File: src/design/olkd_pkg.sv
// Package for the ordered list unit: payload structs, operation and status codes,
// and default sizes. Used by every module in the design folder; depends on nothing.
package olkd_pkg;

   // Default sizes handed to the top-level parameters.
   localparam int DEFAULT_DEPTH      = 16;
   localparam int DEFAULT_VALUE_BITS = 32;

   // Operation codes carried in the request kind field.
   localparam logic [1:0] KIND_INSERT_FRONT = 2'd0;
   localparam logic [1:0] KIND_DELETE_KEY   = 2'd1;
   localparam logic [1:0] KIND_DELETE_FRONT = 2'd2;
   localparam logic [1:0] KIND_DELETE_BACK  = 2'd3;

   // Status codes reported with every result.
   localparam logic [1:0] STATUS_DONE      = 2'd0;
   localparam logic [1:0] STATUS_FULL      = 2'd1;
   localparam logic [1:0] STATUS_NOT_FOUND = 2'd2;
   localparam logic [1:0] STATUS_EMPTY     = 2'd3;

   // One request transfer.
   typedef struct packed {
      logic [1:0]         kind;
      logic signed [31:0] value;
   } req_type;

   // One result transfer.
   typedef struct packed {
      logic [1:0]         status;
      logic signed [31:0] front_value;
      logic signed [31:0] back_value;
      logic [4:0]         entry_count;
   } rsp_type;

endpackage

File: src/design/ordered_list_with_key_delete_unit.sv
// Ordered list with key delete. Each operation other than a key delete reads the front
// and then the back entry (the back read is skipped when the list is empty afterward)
// before its registered result strobe. A key delete adds a key scan and a gap close
// before these reads, both through the single memory read port. A new start is taken once
// busy falls, in the cycle of the strobe. Synchronous active-high reset empties the list;
// results cannot be stalled.
module ordered_list_with_key_delete_unit
   import olkd_pkg::*;
#(
   parameter int DEPTH      = DEFAULT_DEPTH,
   parameter int VALUE_BITS = DEFAULT_VALUE_BITS
) (
   input  logic    clock,
   input  logic    reset,
   input  logic    start,
   output logic    busy,
   input  req_type req_payload,
   output logic    rsp_strobe,
   output rsp_type rsp_payload
);

   localparam int AW = (DEPTH > 1) ? $clog2(DEPTH) : 1;

   logic                  wr_en;
   logic [AW-1:0]         wr_addr;
   logic [VALUE_BITS-1:0] wr_data;
   logic [AW-1:0]         rd_addr;
   logic [VALUE_BITS-1:0] rd_data;
   logic                  done;
   rsp_type               result;
   logic                  rsp_strobe_ff;
   rsp_type               rsp_payload_ff;

   olkd_store #(
      .DEPTH      (DEPTH),
      .VALUE_BITS (VALUE_BITS)
   ) u_store (
      .clock   (clock),
      .wr_en   (wr_en),
      .wr_addr (wr_addr),
      .wr_data (wr_data),
      .rd_addr (rd_addr),
      .rd_data (rd_data)
   );

   olkd_seq #(
      .DEPTH      (DEPTH),
      .VALUE_BITS (VALUE_BITS)
   ) u_seq (
      .clock       (clock),
      .reset       (reset),
      .start       (start),
      .req_payload (req_payload),
      .busy        (busy),
      .wr_en       (wr_en),
      .wr_addr     (wr_addr),
      .wr_data     (wr_data),
      .rd_addr     (rd_addr),
      .rd_data     (rd_data),
      .done        (done),
      .result      (result)
   );

   // Result register: one strobe cycle per transfer.
   always_ff @(posedge clock) begin
      if (reset) begin
         rsp_strobe_ff <= 1'b0;
      end else begin
         rsp_strobe_ff <= done;
      end
   end

   always_ff @(posedge clock) begin
      if (done) begin
         rsp_payload_ff <= result;
      end
   end

   assign rsp_strobe  = rsp_strobe_ff;
   assign rsp_payload = rsp_payload_ff;

endmodule

File: src/design/olkd_store.sv
// Entry memory of the ordered list: one write port and one registered read port.
// Uses olkd_pkg only for its house defaults.
module olkd_store
   import olkd_pkg::*;
#(
   parameter int DEPTH      = DEFAULT_DEPTH,
   parameter int VALUE_BITS = DEFAULT_VALUE_BITS,
   localparam int AW        = (DEPTH > 1) ? $clog2(DEPTH) : 1
) (
   input  logic                  clock,
   input  logic                  wr_en,
   input  logic [AW-1:0]         wr_addr,
   input  logic [VALUE_BITS-1:0] wr_data,
   input  logic [AW-1:0]         rd_addr,
   output logic [VALUE_BITS-1:0] rd_data
);

   logic [VALUE_BITS-1:0] entry_mem [DEPTH];
   logic [VALUE_BITS-1:0] rd_data_ff;

   // Write port.
   always_ff @(posedge clock) begin
      if (wr_en) begin
         entry_mem[wr_addr] <= wr_data;
      end
   end

   // Read port, data registered and available in the cycle after the address.
   always_ff @(posedge clock) begin
      rd_data_ff <= entry_mem[rd_addr];
   end

   assign rd_data = rd_data_ff;

endmodule

File: src/design/olkd_seq.sv
// Sequencer of the ordered list: circular head pointer, entry count, one shared address
// unit that drives the key scan, the gap close and the final reads, and a key comparator.
// Depends on olkd_pkg for codes and payload types.
module olkd_seq
   import olkd_pkg::*;
#(
   parameter int DEPTH      = DEFAULT_DEPTH,
   parameter int VALUE_BITS = DEFAULT_VALUE_BITS,
   localparam int AW        = (DEPTH > 1) ? $clog2(DEPTH) : 1
) (
   input  logic                  clock,
   input  logic                  reset,
   input  logic                  start,
   input  req_type               req_payload,
   output logic                  busy,
   output logic                  wr_en,
   output logic [AW-1:0]         wr_addr,
   output logic [VALUE_BITS-1:0] wr_data,
   output logic [AW-1:0]         rd_addr,
   input  logic [VALUE_BITS-1:0] rd_data,
   output logic                  done,
   output rsp_type               result
);

   localparam int CW = $clog2(DEPTH + 1);
   localparam int SW = CW + 1;
   localparam logic [CW-1:0] DEPTH_C = CW'(DEPTH);
   localparam logic [AW-1:0] LAST_A  = AW'(DEPTH - 1);

   // Sequencer states.
   localparam logic [2:0] S_IDLE  = 3'd0;
   localparam logic [2:0] S_SCAN  = 3'd1;
   localparam logic [2:0] S_SHIFT = 3'd2;
   localparam logic [2:0] S_FRONT = 3'd3;
   localparam logic [2:0] S_BACK  = 3'd4;
   localparam logic [2:0] S_RESP  = 3'd5;

   logic [2:0]            state_ff, state_in;
   logic [AW-1:0]         head_ff, head_in;
   logic [CW-1:0]         count_ff, count_in;
   logic [CW-1:0]         idx_ff, idx_in;
   logic                  pend_ff, pend_in;
   logic [AW-1:0]         rd_phys_ff, rd_phys_in;
   logic [VALUE_BITS-1:0] key_ff, key_in;
   logic [VALUE_BITS-1:0] front_ff, front_in;
   logic [1:0]            status_ff, status_in;

   logic [CW-1:0]         phys_off;
   logic [SW-1:0]         phys_sum;
   logic [AW-1:0]         phys;
   logic [AW-1:0]         head_dec;
   logic [AW-1:0]         head_inc;
   logic [VALUE_BITS-1:0] req_v;
   logic [63:0]           req_wide;
   logic [63:0]           front_wide;
   logic [63:0]           back_wide;
   logic                  issue;

   // Step back one place around the circular store.
   function automatic logic [AW-1:0] wrap_dec(input logic [AW-1:0] a);
      wrap_dec = (a == '0) ? LAST_A : AW'(a - 1'b1);
   endfunction

   // Request value reduced to the stored width.
   assign req_wide = {32'b0, req_payload.value};
   assign req_v    = req_wide[VALUE_BITS-1:0];

   // Shared address unit: list offset to store address, one wrap at most.
   assign phys_sum = SW'(head_ff) + SW'(phys_off);
   assign phys     = (phys_sum >= SW'(DEPTH)) ? AW'(phys_sum - SW'(DEPTH)) : AW'(phys_sum);
   assign rd_addr  = phys;

   assign head_dec = wrap_dec(head_ff);
   assign head_inc = (head_ff == LAST_A) ? '0 : AW'(head_ff + 1'b1);
   assign issue    = (idx_ff < count_ff);
   assign busy     = (state_ff != S_IDLE);

   // Next-state and datapath control.
   always_comb begin
      state_in   = state_ff;
      head_in    = head_ff;
      count_in   = count_ff;
      idx_in     = idx_ff;
      pend_in    = pend_ff;
      rd_phys_in = rd_phys_ff;
      key_in     = key_ff;
      front_in   = front_ff;
      status_in  = status_ff;
      phys_off   = idx_ff;
      wr_en      = 1'b0;
      wr_addr    = head_dec;
      wr_data    = req_v;
      done       = 1'b0;
      case (state_ff)
         S_IDLE: begin
            if (start) begin
               status_in = STATUS_DONE;
               state_in  = S_FRONT;
               if (req_payload.kind == KIND_INSERT_FRONT) begin
                  if (count_ff == DEPTH_C) begin
                     status_in = STATUS_FULL;
                  end else begin
                     wr_en    = 1'b1;
                     head_in  = head_dec;
                     count_in = CW'(count_ff + 1'b1);
                  end
               end else if (count_ff == '0) begin
                  status_in = STATUS_EMPTY;
               end else begin
                  case (req_payload.kind)
                     KIND_DELETE_KEY: begin
                        key_in   = req_v;
                        idx_in   = '0;
                        pend_in  = 1'b0;
                        state_in = S_SCAN;
                     end
                     KIND_DELETE_FRONT: begin
                        head_in  = head_inc;
                        count_in = CW'(count_ff - 1'b1);
                     end
                     default: begin
                        count_in = CW'(count_ff - 1'b1);
                     end
                  endcase
               end
            end
         end
         S_SCAN: begin
            // Read one entry a cycle, compare the one read the cycle before.
            if (pend_ff && (rd_data == key_ff)) begin
               pend_in  = 1'b0;
               state_in = S_SHIFT;
            end else if (pend_ff && (idx_ff == count_ff)) begin
               status_in = STATUS_NOT_FOUND;
               state_in  = S_FRONT;
            end else begin
               idx_in  = CW'(idx_ff + 1'b1);
               pend_in = 1'b1;
            end
         end
         S_SHIFT: begin
            // Move each later entry down one place; a write follows in the cycle after its read.
            if (issue) begin
               idx_in     = CW'(idx_ff + 1'b1);
               rd_phys_in = phys;
            end
            pend_in = issue;
            if (pend_ff) begin
               wr_en   = 1'b1;
               wr_addr = wrap_dec(rd_phys_ff);
               wr_data = rd_data;
            end
            if (!issue && !pend_ff) begin
               count_in = CW'(count_ff - 1'b1);
               state_in = S_FRONT;
            end
         end
         S_FRONT: begin
            phys_off = '0;
            state_in = (count_ff == '0) ? S_RESP : S_BACK;
         end
         S_BACK: begin
            phys_off = CW'(count_ff - 1'b1);
            front_in = rd_data;
            state_in = S_RESP;
         end
         S_RESP: begin
            done     = 1'b1;
            state_in = S_IDLE;
         end
         default: begin
            state_in = S_IDLE;
         end
      endcase
   end

   // Result fields; an empty list reports zero at both ends.
   assign front_wide = 64'(front_ff);
   assign back_wide  = 64'(rd_data);
   always_comb begin
      result.status      = status_ff;
      result.front_value = (count_ff == '0) ? 32'sd0 : front_wide[31:0];
      result.back_value  = (count_ff == '0) ? 32'sd0 : back_wide[31:0];
      result.entry_count = 5'(count_ff);
   end

   // Control registers.
   always_ff @(posedge clock) begin
      if (reset) begin
         state_ff <= S_IDLE;
         head_ff  <= '0;
         count_ff <= '0;
         pend_ff  <= 1'b0;
      end else begin
         state_ff <= state_in;
         head_ff  <= head_in;
         count_ff <= count_in;
         pend_ff  <= pend_in;
      end
   end

   // Working registers without reset.
   always_ff @(posedge clock) begin
      idx_ff     <= idx_in;
      rd_phys_ff <= rd_phys_in;
      key_ff     <= key_in;
      front_ff   <= front_in;
      status_ff  <= status_in;
   end

endmodule
File: config.mk
export PLATFORM = sky130hd
export DESIGN_NAME = ordered_list_with_key_delete_unit
export DESIGN_NICKNAME = d
export VERILOG_FILES = /design/src/design/olkd_pkg.sv /design/src/design/ordered_list_with_key_delete_unit.sv /design/src/design/olkd_store.sv /design/src/design/olkd_seq.sv
export SDC_FILE = /design/constraint.sdc
export NUM_CORES = 1
export LEC_CHECK = 0
export BUFFER_PORTS_ARGS = -buffer_cell sky130_fd_sc_hd__buf_4
export CAP_MARGIN = 0
export CELL_PAD_IN_SITES_DETAIL_PLACEMENT = 0
export CELL_PAD_IN_SITES_GLOBAL_PLACEMENT = 1
export CORE_ASPECT_RATIO = 1.25
export CORE_MARGIN = 8
export CORE_UTILIZATION = 45
export DETAILED_ROUTE_END_ITERATION = 12
export PLACE_DENSITY_LB_ADDON = 0.12
export SETUP_SLACK_MARGIN = 0.3
export SYNTH_ARGS = -nofsm -noshare
export SYNTH_HDL_FRONTEND = slang
export SYNTH_HIERARCHICAL = 1
export SYNTH_SLANG_ARGS = --single-unit
File: constraint.sdc
create_clock -name clock -period 5.6 [get_ports clock]
set_input_delay 0.56 -clock clock [delete_from_list [all_inputs] [get_ports clock]]
set_output_delay 0.56 -clock clock [all_outputs]
set_load 0.005 [all_outputs]
==> results.ini <==
[worst_setup_path]
cp.arrival_ns = 4.40
cp_max_fo = 27
cp-end-kind = flip-flop
required_ns = 5.90
setup.worst_path.start_class = flip-flop
critical_path_class = flip-flop to flip-flop

[floorplan]
core_area_um2 = 59400
rows = 100
die-area_um2 = 68200
die_h_um = 290
die_x_um = 235
start_util_pct = 45.5
io_pins = 110

[global_routing]
grt_first_pass_wirelength_mm = 93.5
grt_pass1_vias = 13700
grt_overflow = 0
antenna_found_initial = 1
grt_max_degree = 73
track_usage_pct = 18.6

[sta]
fin_crit_ns = 4.10
maxSlewHeadroom_pct = 28.0
min_period_over_period_pct = 73.2
clock_skew_ns = 0.0162
setup_violations = 0
finalHoldViolCount = 0
worstMarginPinSlew_ns = 1.08
maxClockFrequency_mhz = 244
rsz0062_at_grt = false
fin_setup_tns_ns = 0
slew_viol_final = 0
fin_ws_ns = 1.50

[power]
vdd_drop_max_v = 0.000403
pwr-share-clk_pct = 27.6
p_sw_w = 0.00537
p_per_area_nw_per_um2 = 538
p_int_w = 0.0115
combPwrFrac_pct = 32.2
power.share.switching_pct = 31.8
p_leak_nw = 10.1
power_frac_seq_pct = 40.2

[synth]
synth.most_common_cell = edfxtp_1
synth_seq_cells = 704
ys_seq_area_share_pct = 76.5
syn-cell-area_um2 = 27000
netlist_top_cells_area = edfxtp_1 73%, mux4_2 11%, dfxtp_1 3.4%
syn_avg_cell_area_um2 = 19.9
synthCells = 1357
synth_area_leader_cell = edfxtp_1
yosys_warnings = 6
synth_commonest_cells = 658 x edfxtp_1, 128 x mux4_2, 70 x nor2b_1
synth-edff-count = 658
ys_async_sr_fraction_pct = 0
synth_top_area_share_pct = 73.1
synth_cell_types = 59
synth_top_flop_cell = edfxtp_1
synth_fp_nets = 1412

[layout]
layout.nets = 1569
drive_above_1_share_pct = 28.1
syn2layout_area_growth_pct = 16.0

[detailed_routing]
vias_per_cell = 5.71
vias = 13300
drt_wl_total_mm = 63.6
drtIter0Drc = 1083
wl_per_cell_um = 27.2
ant_nets = 0
firstDrtPassIters = 5
route.detailed.drc = 0

[clock_network]
cts_root_buffer = clkbuf_16
htreeDepth = 3
ctsResizeCount = 0
clock_path_buffers = 3
clk_latency_ns = 0.60
cts_setup_buffers = 0
cts_tree = yes
clk_pin_slew_worst_paths_ns = 0.06
cts_buffers = 70
clkSinkCount = 704
ctsHoldBuffers = 0

[place]
hpwl_mm = 38.7
gp_congestion = 0.779
preCtsSetupSlack_ns = 1.54
portBuffers = 109

[outcome]
status = completed

[hold_path]
worstHoldPathType = primary input to flip-flop

[flow_run]
cap_violations = 0

final timing paths:
check	from	to	slack, ns	cells after the start
min	req_payload[9]	u_seq/key_ff[9]	0.15	1
max reg2reg	u_seq/state_ff[1]	u_store/entry_mem[13][11]	1.50	8
max	u_seq/state_ff[1]	u_store/entry_mem[13][11]	1.50	8
min reg2reg	u_seq/status_ff[0]	rsp_payload[69]	0.42	0
state kept, by name, summed over array words and instances, names as in the netlist, 3 cells and up:
signal	count
u_seq/state_ff	3
u_seq/count_ff	5
u_seq/key_ff	32
u_seq/rd_phys_ff	4
u_seq/head_ff	4
u_store/rd_data	32
rsp_payload	71
u_store/entry_mem	512
u_seq/front_ff	32
u_seq/idx_ff	5
layout by cell type, fill, tap and decap left out, types with 3 or more instances in the layout:
master	netlist	routed
nor2_4	2	16
clkinv_1	0	10
nor2_1	40	26
edfxtp_1	658	658
a31oi_1	3	3
clkinv_2	0	7
xnor2_1	36	36
diode_2	0	3
inv_1	14	14
bufinv_16	0	6
nor3_1	10	5
buf_12	0	7
nand3b_1	4	4
ha_1	17	16
clkinvlp_4	0	5
clkbuf_16	0	74
nor2b_1	70	68
a221oi_1	3	3
nand4_1	9	9
nand3_1	8	8
mux2_2	29	29
buf_4	9	141
nand2_1	55	55
a211oi_1	3	3
nand2b_1	7	7
a21oi_1	18	18
dfxtp_1	46	46
mux2_1	3	3
nor2b_4	1	3
mux4_2	128	128
clkbuf_1	25	19
nor3_2	2	7
xor2_1	8	8
o21ai_0	16	16
a22oi_1	65	65
through the flow:
| step | hold WS (ns) | total power, W | instances | utilization, % | area (um2) |
|---|---|---|---|---|---|
| after detailed placement | 0.413 | 0.0124 | 2207 | 48.9 | 29100 |
| after global routing | 0.114 | 0.0177 | 2333 | 52.7 | 31300 |
| after floorplan | 0.400 | 0.0107 | 1357 | - | 27000 |
| after CTS | 0.0995 | 0.0171 | 2333 | 52.7 | 31300 |
| after global placement | 0.418 | 0.0124 | 2207 | 48.9 | 29100 |
| final | 0.146 | 0.0169 | 2336 | 52.7 | 31300 |
area by class of cell:
type                    instances  area (um2)
repair buffers                148        1200
fillers                      4650       28100
multi-input cells             576        6160
clock inverters                31         324
well taps                     765         957
inverters                      14        52.6
clock buffers                  95        1950
diodes                          3        7.51
flip-flops and latches        704       20700
logic make-up (layout without fill, tap and decap cells):
family	Yosys count	count (layout)	share of synthesized area [%]
AO/OA/AOI/OAI	126	126	3.24
XOR/XNOR	44	44	1.43
adder cells (fa/ha/maj)	18	18	0.861
buffers and inverters	77	288	1.28
flip-flops	704	704	76.5
multiplexers	163	163	12.1
other	0	3	0
AND/OR/NAND/NOR	225	225	4.53
critical path, cell delays in order, from the launching register on:
cell	delay, ns
dfxtp_1	0.70
nand2_1	0.28
nor2_4	0.50
buf_4	0.48
o21ai_0	0.14
o21ai_0	0.19
nand3_1	0.39
nor2_4	0.82
buf_12	0.27
power by group through the flow:
stage	clock [W]	combinational, W	sequential, W
after floorplan	0	0.00405	0.00664
after global placement	0	0.00551	0.00688
after detailed placement	0	0.00552	0.00689
after CTS	0.00477	0.00553	0.00677
after global routing	0.00496	0.00588	0.00682
final	0.00466	0.00542	0.00678
routing by layer:
metal	routed length, um	GRT usage (%)
met5	0	0
met4	1740	6.72
met3	3430	3.25
met2	31600	31.0
met1	26800	24.4
(Power assumes the default switching activity.)
